File: src/rtl/weighted_moving_average_filter_assert.svh
// Assertion macros shared by the weighted moving average filter RTL.
// Depends on nothing; included by the files that carry assertions.
`ifndef WEIGHTED_MOVING_AVERAGE_FILTER_ASSERT_SVH
`define WEIGHTED_MOVING_AVERAGE_FILTER_ASSERT_SVH

// Same-cycle implication, disabled while reset is asserted.
`define WMA_ASSERT_NOW(label, clk, rst_n, ante, cons) \
    label: assert property (@(posedge clk) disable iff (!(rst_n)) (ante) |-> (cons)) \
        else $error("wma assertion failed");

// Next-cycle implication, disabled while reset is asserted.
`define WMA_ASSERT_NEXT(label, clk, rst_n, ante, cons) \
    label: assert property (@(posedge clk) disable iff (!(rst_n)) (ante) |=> (cons)) \
        else $error("wma assertion failed");

`endif

File: src/rtl/wma_pkg.sv
// Package for the weighted moving average filter: state type, register
// indexes and the tap weight selection. Depends on nothing.
`timescale 1ns / 1ps

package wma_pkg;

    localparam int CFG_IDX_W  = 3;
    localparam int CFG_DATA_W = 64;

    localparam logic [CFG_IDX_W-1:0] CFG_WINDOW_TAPS   = 3'd0;
    localparam logic [CFG_IDX_W-1:0] CFG_WEIGHTS_0_3   = 3'd1;
    localparam logic [CFG_IDX_W-1:0] CFG_WEIGHTS_4_7   = 3'd2;
    localparam logic [CFG_IDX_W-1:0] CFG_WEIGHTS_8_11  = 3'd3;
    localparam logic [CFG_IDX_W-1:0] CFG_WEIGHTS_12_15 = 3'd4;

    localparam logic [4:0]  TAPS_RESET    = 5'd16;
    localparam logic [63:0] WEIGHTS_RESET = 64'h0001_0001_0001_0001;

    typedef logic [3:0][63:0] t_weight_regs;

    typedef enum logic [1:0] {
        ST_IDLE,
        ST_MAC,
        ST_DIV,
        ST_RESULT
    } t_wma_state;

    // Taps past the sixteenth have no weight register and weigh zero.
    function automatic logic [15:0] tap_weight(input t_weight_regs regs,
                                               input logic [5:0] idx);
        logic [15:0] w;
        begin
            w = '0;
            if (idx < 6'd16) begin
                w = regs[idx[3:2]][{idx[1:0], 4'b0000} +: 16];
            end
            return w;
        end
    endfunction

endpackage

File: src/rtl/wma_ram.sv
// Generic single-write, single-read synchronous RAM with registered read data.
// Depends on nothing.
`timescale 1ns / 1ps

module wma_ram #(
    parameter int WIDTH = 16,
    parameter int DEPTH = 16,
    parameter int AW    = (DEPTH > 1) ? $clog2(DEPTH) : 1
) (
    input  logic             i_clk,
    input  logic             i_wr_en,
    input  logic [AW-1:0]    i_wr_addr,
    input  logic [WIDTH-1:0] i_wr_data,
    input  logic             i_rd_en,
    input  logic [AW-1:0]    i_rd_addr,
    output logic [WIDTH-1:0] o_rd_data
);

    logic [WIDTH-1:0] r_mem [DEPTH];
    logic [WIDTH-1:0] r_rd_data;

    always_ff @(posedge i_clk) begin
        if (i_wr_en) begin
            r_mem[i_wr_addr] <= i_wr_data;
        end
        if (i_rd_en) begin
            r_rd_data <= r_mem[i_rd_addr];
        end
    end

    assign o_rd_data = r_rd_data;

endmodule

File: src/rtl/weighted_moving_average_filter.sv
// Weighted moving average filter: top level with sequencer, MAC and divider.
// Depends on wma_pkg, wma_ram and weighted_moving_average_filter_assert.svh.
// Usage:
// - Input channel (i_in_valid / o_in_stall) carries one 16-bit sample per
//   transaction. Output channel (o_out_valid / i_out_stall) carries one result
//   per input transaction: filtered value, window-full and divide-by-zero flags.
// - The configuration port writes window_taps (index 0) and the four weight
//   registers (indexes 1 to 4). Writing window_taps empties the window.
// - While the window is filling, a sample is written to the sample RAM at once
//   and its zero result passes through the result state into the output
//   register; the sequencer then returns to idle for the next sample.
// - With a full window, one RAM read per tap feeds a registered multiplier and
//   accumulator, then a radix-2 divider forms the quotient. The result moves
//   through the result state into the output register, and the sequencer then
//   returns to idle for the next sample. A zero weight sum skips the divider.
// - One sample is processed at a time; o_in_stall is high while it is in work.
// - A finished result sits in the output register while the receiver stalls;
//   the next sample is still accepted and processed, and waits for the output
//   register to free before its result is loaded.
// - Reset clears the window and restores window_taps to 16 and all weights to 1.
`timescale 1ns / 1ps
`include "weighted_moving_average_filter_assert.svh"

module weighted_moving_average_filter #(
    parameter int MAX_TAPS = 16
) (
    input  logic                           i_clk,
    input  logic                           i_rst_n,
    input  logic                           i_in_valid,
    output logic                           o_in_stall,
    input  logic [15:0]                    i_sample_in,
    output logic                           o_out_valid,
    input  logic                           i_out_stall,
    output logic [15:0]                    o_filtered_value,
    output logic                           o_window_full,
    output logic                           o_divide_by_zero,
    input  logic                           i_cfg_wr_en,
    input  logic [wma_pkg::CFG_IDX_W-1:0]  i_cfg_index,
    input  logic [wma_pkg::CFG_DATA_W-1:0] i_cfg_wdata
);

    localparam int IW = (MAX_TAPS > 1) ? $clog2(MAX_TAPS) : 1;
    localparam int TW = $clog2(MAX_TAPS + 1);

    wma_pkg::t_wma_state   r_state, n_state;
    logic [4:0]            r_taps, n_taps;
    wma_pkg::t_weight_regs r_weights, n_weights;
    logic [IW-1:0]         r_oldest, n_oldest;
    logic [TW-1:0]         r_fill, n_fill;
    logic [15:0]           r_sample, n_sample;
    logic [TW-1:0]         r_rd_idx, n_rd_idx;
    logic [IW-1:0]         r_rd_pos, n_rd_pos;
    logic                  r_v1, n_v1;
    logic [IW-1:0]         r_tap1, n_tap1;
    logic                  r_v2, n_v2;
    logic [31:0]           r_prod, n_prod;
    logic [15:0]           r_w2, n_w2;
    logic [31:0]           r_acc, n_acc;
    logic [15:0]           r_wsum, n_wsum;
    logic [15:0]           r_rem, n_rem;
    logic [31:0]           r_quo, n_quo;
    logic [4:0]            r_div_cnt, n_div_cnt;
    logic [15:0]           r_res_value, n_res_value;
    logic                  r_res_full, n_res_full;
    logic                  r_res_dz, n_res_dz;
    logic                  r_out_valid, n_out_valid;
    logic [15:0]           r_out_value, n_out_value;
    logic                  r_out_full, n_out_full;
    logic                  r_out_dz, n_out_dz;

    logic [TW-1:0]  w_taps;
    logic [TW:0]    w_fill_sum;
    logic [IW-1:0]  w_fill_pos;
    logic [TW-1:0]  w_pos_inc;
    logic [TW-1:0]  w_old_inc;
    logic [15:0]    w_weight;
    logic [16:0]    w_trial;
    logic           w_ge;
    logic           w_issue;
    logic           w_accept;
    logic           w_wr_en;
    logic [IW-1:0]  w_wr_addr;
    logic [15:0]    w_wr_data;
    logic [15:0]    w_rd_data;

    // Effective tap count: zero counts as one, and the store depth caps it.
    always_comb begin
        if (r_taps == 5'd0) begin
            w_taps = TW'(1);
        end else if (32'(r_taps) > MAX_TAPS) begin
            w_taps = TW'(MAX_TAPS);
        end else begin
            w_taps = TW'(r_taps);
        end
    end

    always_comb begin
        w_fill_sum = (TW+1)'(r_oldest) + (TW+1)'(r_fill);
        if (w_fill_sum >= (TW+1)'(w_taps)) begin
            w_fill_sum = w_fill_sum - (TW+1)'(w_taps);
        end
        w_fill_pos = w_fill_sum[IW-1:0];
    end

    assign w_pos_inc = TW'(r_rd_pos) + TW'(1);
    assign w_old_inc = TW'(r_oldest) + TW'(1);
    assign w_weight  = wma_pkg::tap_weight(r_weights, 6'(r_tap1));
    assign w_trial   = {r_rem, r_quo[31]};
    assign w_ge      = (w_trial >= {1'b0, r_wsum});
    assign w_issue   = (r_state == wma_pkg::ST_MAC) && (r_rd_idx != w_taps);

    assign o_in_stall = (r_state != wma_pkg::ST_IDLE);
    assign w_accept   = i_in_valid && !o_in_stall;

    wma_ram #(
        .WIDTH (16),
        .DEPTH (MAX_TAPS),
        .AW    (IW)
    ) u_store (
        .i_clk     (i_clk),
        .i_wr_en   (w_wr_en),
        .i_wr_addr (w_wr_addr),
        .i_wr_data (w_wr_data),
        .i_rd_en   (w_issue),
        .i_rd_addr (r_rd_pos),
        .o_rd_data (w_rd_data)
    );

    always_comb begin
        n_state     = r_state;
        n_taps      = r_taps;
        n_weights   = r_weights;
        n_oldest    = r_oldest;
        n_fill      = r_fill;
        n_sample    = r_sample;
        n_rd_idx    = r_rd_idx;
        n_rd_pos    = r_rd_pos;
        n_v1        = w_issue;
        n_tap1      = r_rd_idx[IW-1:0];
        n_v2        = r_v1;
        n_prod      = 32'(w_rd_data) * 32'(w_weight);
        n_w2        = w_weight;
        n_acc       = r_acc;
        n_wsum      = r_wsum;
        n_rem       = r_rem;
        n_quo       = r_quo;
        n_div_cnt   = r_div_cnt;
        n_res_value = r_res_value;
        n_res_full  = r_res_full;
        n_res_dz    = r_res_dz;
        n_out_valid = r_out_valid && i_out_stall;
        n_out_value = r_out_value;
        n_out_full  = r_out_full;
        n_out_dz    = r_out_dz;
        w_wr_en     = 1'b0;
        w_wr_addr   = r_oldest;
        w_wr_data   = r_sample;

        unique case (r_state)
            wma_pkg::ST_IDLE: begin
                if (w_accept) begin
                    n_sample = i_sample_in;
                    if (r_fill == w_taps) begin
                        n_rd_idx = '0;
                        n_rd_pos = r_oldest;
                        n_acc    = '0;
                        n_wsum   = '0;
                        n_state  = wma_pkg::ST_MAC;
                    end else begin
                        w_wr_en     = 1'b1;
                        w_wr_addr   = w_fill_pos;
                        w_wr_data   = i_sample_in;
                        n_fill      = r_fill + TW'(1);
                        n_res_value = '0;
                        n_res_full  = 1'b0;
                        n_res_dz    = 1'b0;
                        n_state     = wma_pkg::ST_RESULT;
                    end
                end
            end
            wma_pkg::ST_MAC: begin
                if (w_issue) begin
                    n_rd_idx = r_rd_idx + TW'(1);
                    n_rd_pos = (w_pos_inc >= w_taps) ? '0 : w_pos_inc[IW-1:0];
                end
                if (r_v2) begin
                    n_acc  = r_acc + r_prod;
                    n_wsum = r_wsum + r_w2;
                end
                // All reads issued and the pipeline drained: replace the oldest.
                if (!w_issue && !r_v1 && !r_v2) begin
                    w_wr_en  = 1'b1;
                    n_oldest = (w_old_inc >= w_taps) ? '0 : w_old_inc[IW-1:0];
                    if (r_wsum == 16'd0) begin
                        n_res_value = '0;
                        n_res_full  = 1'b1;
                        n_res_dz    = 1'b1;
                        n_state     = wma_pkg::ST_RESULT;
                    end else begin
                        n_rem     = '0;
                        n_quo     = r_acc;
                        n_div_cnt = '0;
                        n_state   = wma_pkg::ST_DIV;
                    end
                end
            end
            wma_pkg::ST_DIV: begin
                // Restoring division, one quotient bit per cycle.
                n_rem     = w_ge ? 16'(w_trial - {1'b0, r_wsum}) : w_trial[15:0];
                n_quo     = {r_quo[30:0], w_ge};
                n_div_cnt = r_div_cnt + 5'd1;
                if (r_div_cnt == 5'd31) begin
                    n_res_value = n_quo[15:0];
                    n_res_full  = 1'b1;
                    n_res_dz    = 1'b0;
                    n_state     = wma_pkg::ST_RESULT;
                end
            end
            wma_pkg::ST_RESULT: begin
                if (!r_out_valid || !i_out_stall) begin
                    n_out_valid = 1'b1;
                    n_out_value = r_res_value;
                    n_out_full  = r_res_full;
                    n_out_dz    = r_res_dz;
                    n_state     = wma_pkg::ST_IDLE;
                end
            end
            default: begin
                n_state = wma_pkg::ST_IDLE;
            end
        endcase

        if (i_cfg_wr_en) begin
            unique case (i_cfg_index)
                wma_pkg::CFG_WINDOW_TAPS: begin
                    n_taps   = i_cfg_wdata[4:0];
                    n_oldest = '0;
                    n_fill   = '0;
                end
                wma_pkg::CFG_WEIGHTS_0_3:   n_weights[0] = i_cfg_wdata;
                wma_pkg::CFG_WEIGHTS_4_7:   n_weights[1] = i_cfg_wdata;
                wma_pkg::CFG_WEIGHTS_8_11:  n_weights[2] = i_cfg_wdata;
                wma_pkg::CFG_WEIGHTS_12_15: n_weights[3] = i_cfg_wdata;
                default: begin
                end
            endcase
        end
    end

    always_ff @(posedge i_clk) begin
        if (!i_rst_n) begin
            r_state     <= wma_pkg::ST_IDLE;
            r_taps      <= wma_pkg::TAPS_RESET;
            r_weights   <= {4{wma_pkg::WEIGHTS_RESET}};
            r_oldest    <= '0;
            r_fill      <= '0;
            r_v1        <= 1'b0;
            r_v2        <= 1'b0;
            r_out_valid <= 1'b0;
        end else begin
            r_state     <= n_state;
            r_taps      <= n_taps;
            r_weights   <= n_weights;
            r_oldest    <= n_oldest;
            r_fill      <= n_fill;
            r_v1        <= n_v1;
            r_v2        <= n_v2;
            r_out_valid <= n_out_valid;
        end
    end

    always_ff @(posedge i_clk) begin
        r_sample    <= n_sample;
        r_rd_idx    <= n_rd_idx;
        r_rd_pos    <= n_rd_pos;
        r_tap1      <= n_tap1;
        r_prod      <= n_prod;
        r_w2        <= n_w2;
        r_acc       <= n_acc;
        r_wsum      <= n_wsum;
        r_rem       <= n_rem;
        r_quo       <= n_quo;
        r_div_cnt   <= n_div_cnt;
        r_res_value <= n_res_value;
        r_res_full  <= n_res_full;
        r_res_dz    <= n_res_dz;
        r_out_value <= n_out_value;
        r_out_full  <= n_out_full;
        r_out_dz    <= n_out_dz;
    end

    assign o_out_valid      = r_out_valid;
    assign o_filtered_value = r_out_value;
    assign o_window_full    = r_out_full;
    assign o_divide_by_zero = r_out_dz;

    `WMA_ASSERT_NOW(a_window_bounds, i_clk, i_rst_n, 1'b1, (r_fill <= w_taps) && (TW'(r_oldest) < w_taps))
    `WMA_ASSERT_NOW(a_fill_result_zero, i_clk, i_rst_n, o_out_valid && !o_window_full, (o_filtered_value == 16'd0) && !o_divide_by_zero)
    `WMA_ASSERT_NEXT(a_accept_leaves_idle, i_clk, i_rst_n, w_accept, r_state != wma_pkg::ST_IDLE)
    `WMA_ASSERT_NOW(a_div_nonzero, i_clk, i_rst_n, r_state == wma_pkg::ST_DIV, r_wsum != 16'd0)

endmodule

File: config.mk
export PLATFORM = sky130hd
export DESIGN_NAME = weighted_moving_average_filter
export DESIGN_NICKNAME = d
export VERILOG_FILES = /design/src/rtl/wma_pkg.sv /design/src/rtl/wma_ram.sv /design/src/rtl/weighted_moving_average_filter.sv
export VERILOG_INCLUDE_DIRS = /design/src /design/src/rtl
export SDC_FILE = /design/constraint.sdc
export NUM_CORES = 2
export LEC_CHECK = 0
export ABC_AREA = 1
export BUFFER_PORTS_ARGS = -buffer_cell sky130_fd_sc_hd__buf_2
export CAP_MARGIN = 15
export CORE_MARGIN = 2
export CORE_UTILIZATION = 50
export CTS_CLUSTER_DIAMETER = 100
export CTS_CLUSTER_SIZE = 30
export DETAILED_ROUTE_END_ITERATION = 8
export GPL_TIMING_DRIVEN = 0
export PLACE_DENSITY = 0.75
export SYNTH_ARGS = -nofsm -noshare
export SYNTH_HDL_FRONTEND = slang
export SYNTH_SLANG_ARGS = --single-unit
File: constraint.sdc
create_clock -name i_clk -period 9 [get_ports i_clk]
set_input_delay 0.45 -clock i_clk [delete_from_list [all_inputs] [get_ports i_clk]]
set_output_delay 0.45 -clock i_clk [all_outputs]
set_load 0.005 [all_outputs]
After elaboration in Yosys (flattened, before gate mapping)
Memory sizes are Yosys's and may differ from the RTL's. A register that Yosys moved wholly into a read port is not among the register bits. Cells that the tools add are included.

Add/sub/neg operators: 10. Multipliers: 1. $lt $le $gt $ge: 6. Eq/ne operators: 20. Shifts and indexed selects: 1. Multiplexer cells: 77. Reduce and logical (&&, ||, !) cells: 32.

Operators by type and width (number): 16-bit two-way mux (14); 32-bit two-way mux (5); 64-bit binary-select mux with 2-bit select (1); 32-bit one-hot mux with 2 select lines (2); 64-bit two-way mux (1); 16-bit one-hot mux with 2 select lines (2); 64-bit by 7-bit variable part select with 16-bit output (1); 5-bit two-way mux (12); 4-bit two-way mux (13); 16-bit one-hot mux with 3 select lines (1); 32-bit adder (1); 16-bit by 16-bit multiplier with 32-bit output (1); 5-bit one-hot mux with 2 select lines (2); 17-bit by 16-bit greater-or-equal comparator with 1-bit output (1); 16-bit adder (1); 16-bit zero test (1); 2-bit != test, second input constant (8); 16-bit subtractor (1); 5-bit by 1-bit adder with 5-bit output, second input constant (3); 1-bit two-way mux (14); 2-bit AND reduction (7); 4-bit AND reduction (3); 4-bit by 1-bit adder with 5-bit output, second input constant (2); 5-bit greater-or-equal comparator (2); 29 further kinds (48).

Bits in registers: 489. RAM bits: 256. Bits of input ports: 88. Output and inout bits: 20. Word-level logic and storage cells: 176. Memories: 1.

Memories: u_store.r_mem (words 16, width 16, rd ports 1, clocked after memory_dff 1, write ports 1, RTL line wma_ram.sv:19) `logic [WIDTH-1:0] r_mem [DEPTH];`.

Depth between registers and ports, before layout
Word-level depth: 12. Mapped depth: 34. Mapped depth without buffers: 31.

By module
From an unflattened synthesis, not the netlist that was laid out.

Cells, all modules: 5084. Area, all modules: 43489.2 um^2.

Modules (own cells, without submodules): weighted_moving_average_filter (instances 1, cells an instance 4010, area an instance 31948.1 um^2, seq. area each 11410.9 um^2); wma_ram (instances 1, cells an instance 1074, area an instance 11541.1 um^2, seq. area each 8167.8 um^2).

Least setup slack after synthesis
No wires, ideal clock.

Path kind: reg-to-reg. Start point: reg r_tap1[3]. End point: reg r_prod[24]. Library setup time: 119 ps. Arrival time: 5893 ps. Required time: 8881 ps. Setup slack: 2988 ps. Cell stages (with the launch flop): 28. Path buffers: 4. Clock period less this slack: 6012 ps. Path through: dfxtp_1 buf_2 buf_2 clkbuf_1 a21oi_1 o21ai_0 o211ai_1 nand2_1 buf_2 nand2_1 fa_1 inv_1 fa_1 inv_1 fa_1 inv_1 fa_1 fa_1 inv_1 fa_1 inv_1 ha_1 nand2_1 nor4_1 nand3_1 nand3_1 a21oi_1 xnor2_1.

Longest elaborated chain between the ends: 4.

RTL lines: from (decl) (RTL line weighted_moving_average_filter.sv:54) `logic [IW-1:0] r_tap1, n_tap1;`; from (signal assigned) (RTL line weighted_moving_average_filter.sv:276) `r_tap1 <= n_tap1;`; 64-bit binary-select mux with 2-bit select (RTL line wma_pkg.sv:35) `w = regs[idx[3:2]][{idx[1:0], 4'b0000} +: 16];`; 64-bit two-way mux (implied by the code) (RTL line wma_pkg.sv:35); 64-bit by 7-bit variable part select with 16-bit output (RTL line wma_pkg.sv:35); named net n_w2[7] (RTL line weighted_moving_average_filter.sv:57) `logic [15:0] r_w2, n_w2;`; 16-bit by 16-bit multiplier with 32-bit output (RTL line weighted_moving_average_filter.sv:141) `n_prod = 32'(w_rd_data) * 32'(w_weight);`; named net n_prod[24] (RTL line weighted_moving_average_filter.sv:56) `logic [31:0] r_prod, n_prod;`; to (signal assigned) (RTL line weighted_moving_average_filter.sv:277) `r_prod <= n_prod;`; to (decl) (RTL line weighted_moving_average_filter.sv:56).

The timed path passes the listed nets, and every way through them passes these cells. The select of a mux whose other input is x is not followed. A chain may end at the register's enable or synchronous reset.

Worst setup path in the final report
Same ends and word-level chain as after synthesis.

==> flow_metrics.tcl <==
set metrics [dict create \
    via_per_inst 5.73 \
    vias 35000 \
    worst_pin_slew_ps 1180 \
    crit_arrival_ps 9070 \
    timing.final.setup_violations 0 \
    reg2reg_slack_ps 420 \
    setup_tns_ps 0 \
    nFillCells 7550 \
    crit_top_cell "fa_1" \
    synthToLayoutAreaGrowth_pct 8.63 \
    critPathTopFamily "adder cells" \
    grt_max_degree 32 \
    port_buffers 107 \
    hp-class "primary input to register" \
    critPathBufInv 6 \
    crit_fanout 10 \
    finalHoldViolCount 0 \
    antenna_found_initial 10 \
    postCtsSetupBuffers 0 \
    yosys.cell_types.count 48 \
    h-tree-depth 2 \
    worstRegToRegCells 23 \
    synth-main-ff-cell "edfxtp_1" \
    hold_depth 3 \
    placed_area_um2 45000 \
    die_h_um 296 \
    drt_wl_total_mm 127 \
    min_from "i_cfg_wdata[29]" \
    drv_cap 0 \
    slew_viol_final 0 \
    critical_path_class "register to register" \
    syn-instance-count 4750 \
    grt.overflow.total 0 \
    async_flop_share 0 \
    critPathCaptureType "register" \
    slowest_stage "clkbuf_1" \
    synth_warnings 0 \
    place.gp.congestion 1.00 \
    wl_per_cell_um 20.8 \
    coreArea_um2 84700 \
    rsz0062_at_grt "false" \
    num_io_pins 108 \
    startpoint_type "register" \
    r2r-end "r_prod[24]" \
    clk_latency_ps 630 \
    die-area_um2 87500 \
    seq_area_um2 19600 \
    min_period_ps 8580 \
    grt_pass1_vias 33500 \
    clkTransAtPathRegs_ps 120 \
    drc 0 \
    final_cell_area_um2 46300 \
    hold_end "r_weights[93]" \
    synth_area_um2 42600 \
    rows 107 \
    required_ps 9490 \
    regToRegStartpoint "r_tap1[3]" \
    drt_iter0_drc 4211 \
    grt_first_pass_wirelength_mm 193 \
    max_slew_margin 0.214 \
    cts_root_buf "clkbuf_16" \
    fin_crit_sh 0.953 \
    dpl.hpwl_mm 94.6 \
    synth_edf_count 434 \
    path_cells "buf_2 > inv_2 > clkbuf_1 > o21ai_0 > o211ai_1 > nand2_1 > inv_2 > nor2_1 > fa_1 > fa_1 > fa_1 > fa_1 > fa_1 > inv_1 > fa_1 > inv_1 > ha_1 > nand2_1 > nor4_1 > nand3_1 > nand3_1 > a21oi_1 > xnor2_1" \
    grt_use_total 0.288 \
    cts_tree "yes" \
    dr.pass1.iters 6 \
    nNetsFinal 5409 \
    die_w_um 296 \
    cpPeakStageDelay_ps 770 \
    ys_seq_elements 761 \
    drive_above_1_share 0.0548 \
    multi_input_area_um2 19700 \
    clk_path_buf_depth 3 \
    synth_nets 5232 \
    fin_skew_ps 65.1 \
    cts_sinks 761 \
    cts.repair.resized 0 \
    postRouteAntennaNets 0 \
    postSynthAreaPerCell_um2 8.97 \
    initial_utilization 0.503 \
    cts_buffers 34 \
    fmax_mhz 117 \
    run_status "finished, final reports clean" \
    yosysSeqAreaShare 0.460 \
]
what timing repair did:
item,4_1_cts,5_1_grt
endpoints found under the setup margin,0,0
endpoints found under the hold margin,16,0
hold buffers,16,0
metal layers:
metal / track usage / share of wire / routed length, um
met4: 0.116 / 0.042 / 5320
met5: 0 / 0.00049 / 62
met3: 0.0660 / 0.11 / 13500
met1: 0.383 / 0.40 / 51200
met2: 0.456 / 0.45 / 57000
tightest hold or removal path, delay by kind of cell:
family,cells,cell delay [ps]
buffers and inverters,1,110
and+or+nand+nor,2,130
kinds of logic (layout without fill, tap and decap cells):
group                      after synthesis  in the layout  synth area share
AOI/OAI and AO/OA                     1136           1136             0.145
muxes                                   81             81            0.0190
DFF                                    761            761             0.460
and+or+nand+nor                       1455           1455             0.136
adders and majority gates              394            394             0.151
buffers and inverters                  868           1065            0.0785
xor gates and xnor gates                55             55            0.0113
other                                    0             10                 0
flip-flops by register name (all words and copies together) (netlist names), 32 cells and up:
signal         count
r_acc             32
u_store.r_mem    256
r_prod            32
r_quo             32
r_weights        256
how the worst max path moves through the flow:
stage | startpoint | to | slack, ps | depth (start not counted)
3_5_place_dp | r_tap1[2] | r_prod[24] | 820 | 25
2_1_floorplan | r_tap1[3] | r_prod[24] | 2990 | 27
5_1_grt | r_tap1[2] | r_prod[24] | 250 | 24
6_report | r_tap1[3] | r_prod[24] | 420 | 23
4_1_cts | r_tap1[2] | r_prod[24] | 740 | 25
3_3_place_gp | r_tap1[2] | r_prod[24] | 950 | 25
area by class of cell:
type / count / area share
Tap cell: 1144 / 0.0309
Antenna cell: 10 / 0.000541
Sequential cell: 761 / 0.423
Multi-Input combinational cell: 3121 / 0.427
Buffer: 227 / 0.0201
Clock buffer: 43 / 0.0198
Timing Repair Buffer: 141 / 0.0222
Inverter: 641 / 0.0521
Clock inverter: 13 / 0.00468
placed cells by master, fill, tap and decap left out, types with 7 or more instances in the layout:
master         netlist  routed
nand2_2              7       7
buf_1               26      26
nor4_1               7       7
nand2_1            643     643
edfxtp_1           434     434
dfxtp_1            327     327
a21o_1              12      12
xnor2_1             18      18
nor2_1             624     607
fa_1               199     199
nand3_1            126     126
clkinv_1             9      10
nor2_2               0      16
o21ai_1              8       8
buf_8                0      12
o21bai_1             9       9
inv_1              621     621
dlygate4sd3_1        0      16
o211ai_1           124     124
xor2_1              37      37
buf_2               48     155
a21oi_1            440     439
mux2i_1             81      81
diode_2              0      10
a21boi_0             7       7
clkbuf_16            0      35
nand4_1             24      24
o21ai_0            503     502
inv_2               10      10
ha_1               195     195
o21a_1              16      16
nor3_1              13      13
clkbuf_1           150     157
cells in the mapped netlist, types with 3 or more instances:
library cell  instances  area share
a21boi_0              7      0.0012
a21o_1               12      0.0021
a21oi_1             440       0.052
a31oi_1               4     0.00059
buf_1                26      0.0023
buf_2                48      0.0056
clkbuf_1            150       0.013
clkinv_1              9     0.00079
dfxtp_1             327        0.15
edfxtp_1            434        0.31
fa_1                199       0.094
ha_1                195       0.057
inv_1               621       0.055
inv_2                10     0.00088
mux2i_1              81       0.019
nand2_1             643       0.057
nand2_2               7      0.0010
nand3_1             126       0.015
nand3b_1              4     0.00070
nand4_1              24      0.0035
nor2_1              624       0.055
nor3_1               13      0.0015
nor4_1                7      0.0010
o211ai_1            124       0.022
o21a_1               16      0.0028
o21ai_0             503       0.059
o21ai_1               8     0.00094
o21bai_1              9      0.0016
o22ai_1               3     0.00044
xnor2_1              18      0.0037
xor2_1               37      0.0076
metrics by stage:
stage / util / worst slack, ps / instances / hold slack [ps]
floorplan: - / 2990 / 4750 / 371
global placement: 0.526 / 951 / 6001 / 395
detailed placement: 0.530 / 824 / 6019 / 399
CTS: 0.546 / 740 / 6091 / 67.1
global route: 0.546 / 246 / 6095 / 76.7
finish: 0.546 / 420 / 6101 / 85.0
Power is not shown: default switching activity piles up to over one toggle a cycle in this logic, so the estimate is an artifact.
